[src/rtl/core/vda_pkg.sv]
// ----------------------------------------------------------------------------
// vda_pkg
// Shared types and constants of the vector distance accumulator.
// ----------------------------------------------------------------------------
package vda_pkg;

    localparam int INPUT_LANES = 4;
    localparam int LANES_DEF   = 4;
    localparam int IN_W        = 16;
    localparam int VL_W        = 3;
    localparam int DIFF_W      = IN_W + 1;
    localparam int TERM_W      = 2 * DIFF_W;
    localparam int ACC_W       = 48;

    // 1.0 in Q2.28
    localparam logic [ACC_W-1:0] ONE_Q2_28 = ACC_W'(1) << 28;

    typedef enum logic {
        METRIC_L2SQ = 1'b0,
        METRIC_IP   = 1'b1
    } metric_t;

    typedef struct packed {
        logic    last;
        metric_t metric;
    } item_ctrl_t;

endpackage

[src/rtl/core/vector_distance_accumulate.sv]
// ----------------------------------------------------------------------------
// vector_distance_accumulate
// Streaming squared Euclidean or one-minus-inner-product distance.
// ----------------------------------------------------------------------------
// Each request carries up to four Q1.14 element pairs; valid_lanes tells how
// many of the lower lanes count, and last closes the vector. The block takes
// one request per clock cycle while in_stall is low: every lane has its own
// multiplier, a merge adder folds the lane terms, and a 48-bit accumulator
// collects them. The distance (Q2.28) passes the lane and merge registers into
// an output register and waits there while the next vector already streams in.
// Write metric only between vectors, with no request in flight.
// ----------------------------------------------------------------------------
module vector_distance_accumulate
    import vda_pkg::*;
#(
    parameter int LANES = LANES_DEF
)
(
    input  logic                    clk,
    input  logic                    rst_n,
    input  logic                    cfg_write_en,
    input  logic                    cfg_write_data,
    input  logic                    in_valid,
    output logic                    in_stall,
    input  logic signed [IN_W-1:0]  a_lane0,
    input  logic signed [IN_W-1:0]  a_lane1,
    input  logic signed [IN_W-1:0]  a_lane2,
    input  logic signed [IN_W-1:0]  a_lane3,
    input  logic signed [IN_W-1:0]  b_lane0,
    input  logic signed [IN_W-1:0]  b_lane1,
    input  logic signed [IN_W-1:0]  b_lane2,
    input  logic signed [IN_W-1:0]  b_lane3,
    input  logic        [VL_W-1:0]  valid_lanes,
    input  logic                    last,
    output logic                    out_valid,
    input  logic                    out_stall,
    output logic signed [ACC_W-1:0] distance
);

    localparam int SUM_W = TERM_W + $clog2(LANES + 1);

    metric_t                  metric_reg;
    logic                     s1_valid_reg;
    logic                     s1_valid_next;
    item_ctrl_t               s1_ctrl_reg;
    logic                     s1_ready;
    logic                     in_fire;
    logic                     merge_ready;
    logic                     take;
    logic                     s2_valid;
    item_ctrl_t               s2_ctrl;
    logic signed [SUM_W-1:0]  s2_sum;
    logic signed [IN_W-1:0]   a_arr [INPUT_LANES];
    logic signed [IN_W-1:0]   b_arr [INPUT_LANES];
    logic signed [TERM_W-1:0] terms [LANES];

    assign a_arr[0] = a_lane0;
    assign a_arr[1] = a_lane1;
    assign a_arr[2] = a_lane2;
    assign a_arr[3] = a_lane3;
    assign b_arr[0] = b_lane0;
    assign b_arr[1] = b_lane1;
    assign b_arr[2] = b_lane2;
    assign b_arr[3] = b_lane3;

    always_ff @(posedge clk or negedge rst_n)
    begin
        if (!rst_n)
        begin
            metric_reg <= METRIC_L2SQ;
        end
        else if (cfg_write_en)
        begin
            metric_reg <= metric_t'(cfg_write_data);
        end
    end

    assign s1_ready = !s1_valid_reg || merge_ready;
    assign in_stall = !s1_ready;
    assign in_fire  = in_valid && s1_ready;

    always_comb
    begin
        if (s1_ready)
        begin
            s1_valid_next = in_valid;
        end
        else
        begin
            s1_valid_next = s1_valid_reg;
        end
    end

    always_ff @(posedge clk or negedge rst_n)
    begin
        if (!rst_n)
        begin
            s1_valid_reg <= 1'b0;
        end
        else
        begin
            s1_valid_reg <= s1_valid_next;
        end
    end

    // capture the metric with the request so the final distance step follows its own setting
    always_ff @(posedge clk)
    begin
        if (in_fire)
        begin
            s1_ctrl_reg.last   <= last;
            s1_ctrl_reg.metric <= metric_reg;
        end
    end

    for (genvar i = 0; i < LANES; i++)
    begin : g_lane
        vda_lane u_lane (
            .clk    (clk),
            .load   (in_fire),
            .metric (metric_reg),
            .active (valid_lanes > VL_W'(i)),
            .a      (a_arr[i]),
            .b      (b_arr[i]),
            .term   (terms[i])
        );
    end

    vda_merge #(
        .LANES (LANES)
    ) u_merge (
        .clk       (clk),
        .rst_n     (rst_n),
        .in_valid  (s1_valid_reg),
        .in_ctrl   (s1_ctrl_reg),
        .terms     (terms),
        .ready     (merge_ready),
        .take      (take),
        .sum_valid (s2_valid),
        .sum_ctrl  (s2_ctrl),
        .sum       (s2_sum)
    );

    vda_accum #(
        .SUM_W (SUM_W)
    ) u_accum (
        .clk       (clk),
        .rst_n     (rst_n),
        .sum_valid (s2_valid),
        .sum_ctrl  (s2_ctrl),
        .sum       (s2_sum),
        .take      (take),
        .out_valid (out_valid),
        .out_stall (out_stall),
        .distance  (distance)
    );

    a_stall_means_full : assert property (@(posedge clk) disable iff (!rst_n)
        in_stall |-> s1_valid_reg && s2_valid)
        else $error("input stalled with room in the pipeline");

    a_take_needs_data : assert property (@(posedge clk) disable iff (!rst_n)
        take |-> s2_valid)
        else $error("accumulator took an empty stage");

endmodule

[src/rtl/core/vda_lane.sv]
// ----------------------------------------------------------------------------
// vda_lane
// One element lane: squared difference or product of a pair, registered.
// ----------------------------------------------------------------------------
module vda_lane
    import vda_pkg::*;
(
    input  logic                     clk,
    input  logic                     load,
    input  metric_t                  metric,
    input  logic                     active,
    input  logic signed [IN_W-1:0]   a,
    input  logic signed [IN_W-1:0]   b,
    output logic signed [TERM_W-1:0] term
);

    logic signed [DIFF_W-1:0] diff;
    logic signed [DIFF_W-1:0] op_x;
    logic signed [DIFF_W-1:0] op_y;
    logic signed [TERM_W-1:0] prod;
    logic signed [TERM_W-1:0] term_next;
    logic signed [TERM_W-1:0] term_reg;

    assign diff = DIFF_W'(a) - DIFF_W'(b);

    always_comb
    begin
        unique case (metric)
            METRIC_L2SQ:
            begin
                op_x = diff;
                op_y = diff;
            end
            METRIC_IP:
            begin
                op_x = DIFF_W'(a);
                op_y = DIFF_W'(b);
            end
            default:
            begin
                op_x = diff;
                op_y = diff;
            end
        endcase
    end

    // keep the product in its own signed context
    assign prod = op_x * op_y;

    // unused lanes contribute nothing
    assign term_next = active ? prod : '0;

    always_ff @(posedge clk)
    begin
        if (load)
        begin
            term_reg <= term_next;
        end
    end

    assign term = term_reg;

endmodule

[src/rtl/core/vda_merge.sv]
// ----------------------------------------------------------------------------
// vda_merge
// Adds the lane terms of one item into a single registered partial sum.
// ----------------------------------------------------------------------------
module vda_merge
    import vda_pkg::*;
#(
    parameter int LANES = LANES_DEF
)
(
    input  logic                     clk,
    input  logic                     rst_n,
    input  logic                     in_valid,
    input  item_ctrl_t               in_ctrl,
    input  logic signed [TERM_W-1:0] terms [LANES],
    output logic                     ready,
    input  logic                     take,
    output logic                     sum_valid,
    output item_ctrl_t               sum_ctrl,
    output logic signed [TERM_W+$clog2(LANES+1)-1:0] sum
);

    localparam int SUM_W = TERM_W + $clog2(LANES + 1);

    logic                    valid_reg;
    logic                    valid_next;
    item_ctrl_t              ctrl_reg;
    logic signed [SUM_W-1:0] sum_reg;
    logic signed [SUM_W-1:0] sum_next;
    logic                    load;

    assign ready = !valid_reg || take;
    assign load  = in_valid && ready;

    always_comb
    begin
        sum_next = '0;
        for (int i = 0; i < LANES; i++)
        begin
            sum_next = sum_next + SUM_W'(terms[i]);
        end
    end

    always_comb
    begin
        if (ready)
        begin
            valid_next = in_valid;
        end
        else
        begin
            valid_next = valid_reg;
        end
    end

    always_ff @(posedge clk or negedge rst_n)
    begin
        if (!rst_n)
        begin
            valid_reg <= 1'b0;
        end
        else
        begin
            valid_reg <= valid_next;
        end
    end

    always_ff @(posedge clk)
    begin
        if (load)
        begin
            sum_reg  <= sum_next;
            ctrl_reg <= in_ctrl;
        end
    end

    assign sum_valid = valid_reg;
    assign sum_ctrl  = ctrl_reg;
    assign sum       = sum_reg;

    a_hold_until_taken : assert property (@(posedge clk) disable iff (!rst_n)
        valid_reg && !take |=> valid_reg && $stable(sum_reg) && $stable(ctrl_reg))
        else $error("partial sum changed before it was taken");

endmodule

[src/rtl/core/vda_accum.sv]
// ----------------------------------------------------------------------------
// vda_accum
// Running 48-bit sum and the output register for the finished distance.
// ----------------------------------------------------------------------------
module vda_accum
    import vda_pkg::*;
#(
    parameter int SUM_W = TERM_W + 3
)
(
    input  logic                    clk,
    input  logic                    rst_n,
    input  logic                    sum_valid,
    input  item_ctrl_t              sum_ctrl,
    input  logic signed [SUM_W-1:0] sum,
    output logic                    take,
    output logic                    out_valid,
    input  logic                    out_stall,
    output logic signed [ACC_W-1:0] distance
);

    logic             [ACC_W-1:0] running_sum_reg;
    logic             [ACC_W-1:0] running_sum_next;
    logic             [ACC_W-1:0] acc_new;
    logic             [ACC_W-1:0] dist_reg;
    logic             [ACC_W-1:0] dist_next;
    logic                         out_valid_reg;
    logic                         out_valid_next;
    logic                         out_free;
    logic                         out_fire;

    assign out_fire = out_valid_reg && !out_stall;
    assign out_free = !out_valid_reg || !out_stall;
    // a non-final request only touches the running sum
    assign take     = sum_valid && (!sum_ctrl.last || out_free);
    assign acc_new  = running_sum_reg + ACC_W'(sum);

    always_comb
    begin
        running_sum_next = running_sum_reg;
        dist_next        = dist_reg;
        out_valid_next   = out_valid_reg && !out_fire;
        if (take)
        begin
            if (sum_ctrl.last)
            begin
                running_sum_next = '0;
                out_valid_next   = 1'b1;
                unique case (sum_ctrl.metric)
                    METRIC_L2SQ: dist_next = acc_new;
                    METRIC_IP:   dist_next = ONE_Q2_28 - acc_new;
                    default:     dist_next = acc_new;
                endcase
            end
            else
            begin
                running_sum_next = acc_new;
            end
        end
    end

    always_ff @(posedge clk or negedge rst_n)
    begin
        if (!rst_n)
        begin
            running_sum_reg <= '0;
            out_valid_reg   <= 1'b0;
        end
        else
        begin
            running_sum_reg <= running_sum_next;
            out_valid_reg   <= out_valid_next;
        end
    end

    always_ff @(posedge clk)
    begin
        dist_reg <= dist_next;
    end

    assign out_valid = out_valid_reg;
    assign distance  = $signed(dist_reg);

    a_clear_after_last : assert property (@(posedge clk) disable iff (!rst_n)
        take && sum_ctrl.last |=> running_sum_reg == '0)
        else $error("running sum not cleared after final request");

    a_result_after_last : assert property (@(posedge clk) disable iff (!rst_n)
        take && sum_ctrl.last |=> out_valid_reg)
        else $error("final request produced no distance");

    a_no_overwrite : assert property (@(posedge clk) disable iff (!rst_n)
        out_valid_reg && out_stall |-> !(take && sum_ctrl.last))
        else $error("pending distance overwritten");

endmodule
[config.mk]
export PLATFORM = sky130hd
export DESIGN_NAME = vector_distance_accumulate
export DESIGN_NICKNAME = d
export VERILOG_FILES = /design/src/rtl/core/vda_pkg.sv /design/src/rtl/core/vector_distance_accumulate.sv /design/src/rtl/core/vda_lane.sv /design/src/rtl/core/vda_merge.sv /design/src/rtl/core/vda_accum.sv
export SDC_FILE = /design/constraint.sdc
export NUM_CORES = 2
export LEC_CHECK = 0
export CAP_MARGIN = 20
export CORE_ASPECT_RATIO = 1.25
export CORE_MARGIN = 2
export CORE_UTILIZATION = 30
export CTS_CLUSTER_DIAMETER = 30
export CTS_CLUSTER_SIZE = 30
export DETAILED_ROUTE_END_ITERATION = 12
export DONT_BUFFER_PORTS = 1
export PLACE_DENSITY = 0.51
export SETUP_SLACK_MARGIN = 0.05
export SLEW_MARGIN = 20
export SYNTH_ARGS = -nofsm -noshare
export SYNTH_HDL_FRONTEND = slang
export SYNTH_SLANG_ARGS = --single-unit
[constraint.sdc]
create_clock -name clk -period 9.42 [get_ports clk]
set_input_delay 1.884 -clock clk [delete_from_list [all_inputs] [get_ports clk]]
set_output_delay 1.884 -clock clk [all_outputs]
set_load 0.01 [all_outputs]
After elaboration in Yosys (flattened, before gate mapping)
Index checks and enable logic that the tools add are counted.
{"block": "classes", "addsub": 9, "multipliers": 4, "div": 0, "magnitude_cmp": 4, "n_eq_ne": 0, "shift": 0, "n_mux": 12, "n_bitwise": 2, "reduce_logical": 17}
{"cell": "case mux 17 bit (2 select lines)", "count": 8}
{"cell": "multiplier 17 x 17 -> 34 bit", "count": 4}
{"cell": "case mux 48 bit (2 select lines)", "count": 1}
{"cell": "subtractor 16 x 16 -> 17 bit", "count": 4}
{"cell": "adder 48 bit", "count": 1}
{"cell": "2-to-1 mux 48 bit", "count": 1}
{"cell": "subtractor 29 x 48 -> 48 bit (first input constant)", "count": 1}
{"cell": "adder 37 x 34 -> 37 bit", "count": 1}
{"cell": "adder 35 x 34 -> 36 bit", "count": 1}
{"cell": "adder 34 x 34 -> 35 bit", "count": 1}
{"cell": "logical NOT 1 bit", "count": 7}
{"cell": "> comparator 3 x 1 -> 1 bit (second input constant)", "count": 2}
{"cell": "> comparator 3 x 2 -> 1 bit (second input constant)", "count": 2}
{"cell": "logical AND 1 bit", "count": 5}
{"cell": "logical OR 1 bit", "count": 4}
{"cell": "2-to-1 mux 1 bit", "count": 2}
{"cell": "inverter 1 bit", "count": 2}
{"cell": "AND reduction 2 bit", "count": 1}
{"block": "totals", "regBits": 277, "latch_bits": 0, "ram_bits": 0, "rom_bits": 0, "inputBits": 138, "output_inout_bits": 50, "wordCells": 63, "memories": 0}

Depth between registers and ports, before layout
{"block": "logic_depth", "depth_word": 7, "ltp_mapped": 39, "depth_no_buf": 38}

By module
From an unflattened synthesis, not the netlist that was laid out.
{"block": "unflattened", "cells_unflattened": 7341, "area_unflattened_um2": 66441.2}
{"mod": "vda_lane at g_lane[1].u_lane ...", "instances": 2, "cells_each": 1440, "area_each_um2": 13091.3, "seq_area_each_um2": 1021.0}
{"mod": "vda_lane at g_lane[3].u_lane", "instances": 1, "cells_each": 1512, "area_each_um2": 13590.5, "seq_area_each_um2": 1021.0}
{"mod": "vda_lane at g_lane[0].u_lane", "instances": 1, "cells_each": 1512, "area_each_um2": 13387.8, "seq_area_each_um2": 1021.0}
{"mod": "vda_accum", "instances": 1, "cells_each": 831, "area_each_um2": 7722.4, "seq_area_each_um2": 2667.6}
{"mod": "vda_merge", "instances": 1, "cells_each": 593, "area_each_um2": 5388.9, "seq_area_each_um2": 1196.1}
{"mod": "vector_distance_accumulate", "instances": 1, "cells_each": 13, "area_each_um2": 168.9, "seq_area_each_um2": 110.1}

Least setup slack after synthesis
No wires, ideal clock.
{"block": "synth_timing", "kind": "input to register", "startpoint": "input a_lane2[0]", "endpoint": "register g_lane[2].u_lane.term_reg[33] (data pin)", "setup_time_ps": 266, "t_arrival_ps": 10155, "t_required_ps": 9154, "slack_ps": -1001, "stages": 38, "n_path_buf": 1, "cell_sequence": "inv_1 ha_1 fa_1 nor2b_1 o21ai_0 a21boi_0 o21ai_0 a21boi_0 o21ai_0 a21boi_0 o311ai_0 a211oi_1 a211o_1 clkbuf_1 nand2_1 fa_1 inv_1 fa_1 (+2 left out) inv_1 fa_1 fa_1 inv_1 fa_1 inv_1 ha_1 a21o_1 a21o_1 a21oi_1 o21ai_0 a32o_1 a221oi_1 o21ai_0 a211oi_1 a21oi_1 xnor2_1 nor2_1"}
{"block": "synth_between", "elab_chain_cells": 3, "word_cells_on_any_way": 4, "classes_between": "1 x add/sub; 1 x mul; 2 x mux"}
{"element": "start: declaration", "line": "vector_distance_accumulate.sv:27", "rtl": "input logic signed [IN_W-1:0] a_lane2,"}
{"element": "subtractor 16 x 16 -> 17 bit", "line": "vda_lane.sv:24", "rtl": "assign diff = DIFF_W'(a) - DIFF_W'(b);"}
{"element": "case mux 17 bit (2 select lines)", "line": "vda_lane.sv:28", "rtl": "unique case (metric)"}
{"element": "multiplier 17 x 17 -> 34 bit (*)", "line": "vda_lane.sv:48", "rtl": "assign prod = op_x * op_y;"}
{"element": "end signal: assignment", "line": "vda_lane.sv:57", "rtl": "term_reg <= term_next;"}
{"element": "end: declaration", "line": "vda_lane.sv:22", "rtl": "logic signed [TERM_W-1:0] term_reg;"}
Mark *: on every way between the ends. The rest lies on a longest branch, timed or not.
A chain may end at the register's enable or synchronous reset.

Worst setup path in the final report
{"block": "layout_timing", "startpoint": "input a_lane0[0]", "endpoint": "register g_lane[0].u_lane.term_reg[31] (data pin)"}
{"block": "layout_between", "elab_chain_cells": 3, "word_cells_on_any_way": 4, "classes_between": "1 x add/sub; 1 x mul; 2 x mux"}
{"element": "start: declaration", "line": "vector_distance_accumulate.sv:25", "rtl": "input logic signed [IN_W-1:0] a_lane0,"}
{"element": "subtractor 16 x 16 -> 17 bit", "line": "vda_lane.sv:24"}
{"element": "case mux 17 bit (2 select lines)", "line": "vda_lane.sv:28"}
{"element": "multiplier 17 x 17 -> 34 bit (*)", "line": "vda_lane.sv:48"}
{"element": "end signal: assignment", "line": "vda_lane.sv:57"}
{"element": "end: declaration", "line": "vda_lane.sv:22"}
Marks and branches as above.

==> impl_results.md <==
- Status: completed
- CP top delay family: adder cells
- Final worst-path cycle share: 0.995
- Via count: slightly above 50000
- Fin Setup TNS: 0 ps
- Worst-Margin Slew: between 1000 and 1500 ps
- Fin cells: roughly 11000
- Port bufs: 0
- CTS tree: built
- Mapped Cells: 7113
- Gr ovfl total: 0
- Routed WL per cell: 18.6 um
- Largest net degree at the start of global routing: 76
- Period minus WS final: around 9400 ps
- Max-cap check violation count: 0
- Synthesized area: roughly 0.064 sq mm
- # diodes: 0
- GRT Total Usage: 0.183
- Layout Nets: just under 10000
- First-pass GRT wire length: approximately 310000 um
- Highest clock rate: 107 MHz
- Worst path slowest cell: fa_1
- Clk pin slew, worst setup/hold paths: 50 ps
- Post-synthesis register bit count: approximately 280
- Seq/Total Area, Yosys: 0.125
- Cell count after placement: between 10000 and 15000
- CTS root buf: clkbuf_16
- Crit Path Category: in -> reg
- Vert. Die Dim: between 500 and 600 um
- Row count: 190
- Die X: between 400 and 500 um
- Biggest cell delay along the critical path: 530 ps
- Initial Util: 0.301
- Vias in the first global route: about 55000
- Core area: around 0.21 sq mm
- Max Slew Vio Count: 0
- Crit-path max FO: 3
- Die area: 0.219 sq mm
- RSZ-0062 raised after global routing: yes
- Top cell by count, worst path: fa_1
- Max FFs per register: ~140
- Clk sink count: approximately 280
- Post-synth EDFFs: ~230
- Worst skew pair latency: roughly 600 ps
- CTS Buf Count: slightly below 70
- Share of cells above drive strength 1: 0.192
- Synth warnings: 0
- Drt pass-1 iters: 7
- Top_reg_cell synth: edfxtp_1
- CP bufs+invs: 6
- Worst hold-check path type: reg -> reg
- Required @ worst endpoint: around 9800 ps
- Crit path DAT: roughly 9700 ps
- Io pins: ~190
- CP endpoint kind: flip-flop
- Startpoint Class: primary input
- Mapped Nets: ~9000
- GP Congestion: slightly above 0.9
- Number of DRC markers in iteration 0: roughly 2800
- Final hold violations: 0
- Final setup skew: between 30 and 40 ps
- Layout area overhead: 23.3%
- Clock buffer depth: 3
- Synthesized area per cell: just over 9 sq um
- Drt drc: 0
- Relative slew slack: 0.298
- Drt total wl: 200000 um
- Post-DRT Antenna Nets: 0
- HPWL after DPL: around 170000 um
- Final setup viols: 0
- Cell variety after synth: 93
- FFs w/ async S/R, synth: 0.188
- Number of antenna violations at the first check in global routing: 3
- H-tree depth: 3
- Vias/cell: ~4.8
- Cts hold-fix bufs: 0
## layout make-up
class | instances | area [sq um]
clock buffers | 78 | 1750
fillers | 21727 | 134000
clock inverters | 48 | 632
repair buffers | 973 | 7830
inverters | 1380 | 5220
well taps | 2784 | 3480
flip-flops and latches | 277 | 8060
multi-input cells | 5243 | 52500
## layout by cell type, fill, tap and decap left out, types with 92 or more instances in the layout
cell / n
nor2_1: 713
buf_4: 899
inv_1: 1339
ha_1: 481
fa_1: 1191
a21oi_1: 259
xnor2_1: 196
edfxtp_1: 225
nor3_1: 106
nand2_1: 692
o21ai_0: 158
a21o_1: 184
and2_1: 92
## layer usage
metal / wire [um] / GRT usage
met3: 9150 / 0.0216
met4: 4040 / 0.0366
met1: 84300 / 0.231
met2: 103000 / 0.335
met5: 8 / 0
## cells in the mapped netlist (all sizes together), types with 25 or more instances
cell type | instances | area (sq um)
o21ai | 219 | 1100
nor3 | 111 | 556
ha | 520 | 6510
o21bai | 41 | 308
nand3 | 84 | 420
dfrtp | 52 | 1300
a211oi | 28 | 215
nand2 | 713 | 2680
inv | 1380 | 5180
a31oi | 28 | 175
o21a | 47 | 353
and3 | 42 | 263
a21o | 185 | 1390
xor2 | 53 | 464
a21oi | 307 | 1560
fa | 1228 | 24600
o211ai | 25 | 188
a21boi | 26 | 195
a22o | 39 | 342
nand2b | 83 | 519
clkbuf | 183 | 687
edfxtp | 225 | 6760
nor2 | 745 | 2800
nor2b | 55 | 344
o31ai | 29 | 218
and2 | 100 | 628
nand4 | 32 | 200
buf | 30 | 133
xnor2 | 202 | 1780
or2 | 29 | 184
## per-stage QoR
stage	setup WS, ps	utilization	hold slack, ps	cell area (sq um)
after detailed placement	-1000	0.348	408	74600
after CTS	-84.3	0.363	418	77600
after global routing	-286	0.371	421	79500
final	45.7	0.371	417	79500
after global placement	-1000	0.348	404	74600
after floorplan	-127	-	400	65000
## path summary, 6_finish.rpt
kind                                          start                                      end  slack, ps  depth (start not counted)
max                                      a_lane0[0]  g_lane[0].u_lane.term[31]$_SDFFCE_PP0P_         50                         36
min                        s1_ctrl_reg[0]$_DFFE_PP_            u_merge.sum_ctrl[0]$_DFFE_PP_        420                          0
max reg2reg                  metric_reg$_DFFE_PN0P_  g_lane[0].u_lane.term[31]$_SDFFCE_PP0P_       1140                         28
min reg2reg                s1_ctrl_reg[0]$_DFFE_PP_            u_merge.sum_ctrl[0]$_DFFE_PP_        420                          0
max in group asynchronous                     rst_n  u_accum.running_sum_reg[39]$_DFFE_PN0P_       8310                          0
min in group asynchronous                     rst_n  u_accum.running_sum_reg[22]$_DFFE_PN0P_        980                          0
## logic make-up after synthesis
logic type | synth area share
compound gates | 0.114
xor+xnor | 0.0348
fa+ha+maj | 0.482
buf+inv | 0.0931
flops | 0.125
mux | 0.00495
simple gates | 0.146
## timing repair
action	4_1_cts	5_1_grt
pin swaps	101	299
resized for setup	108	348
endpoints found under the hold margin	0	0
setup buffers	38	61
endpoints found under the setup margin	39	59
Power is left out: the tool's default activity adds up to more than one toggle a clock period on the data nets, which glitch-free logic cannot reach.
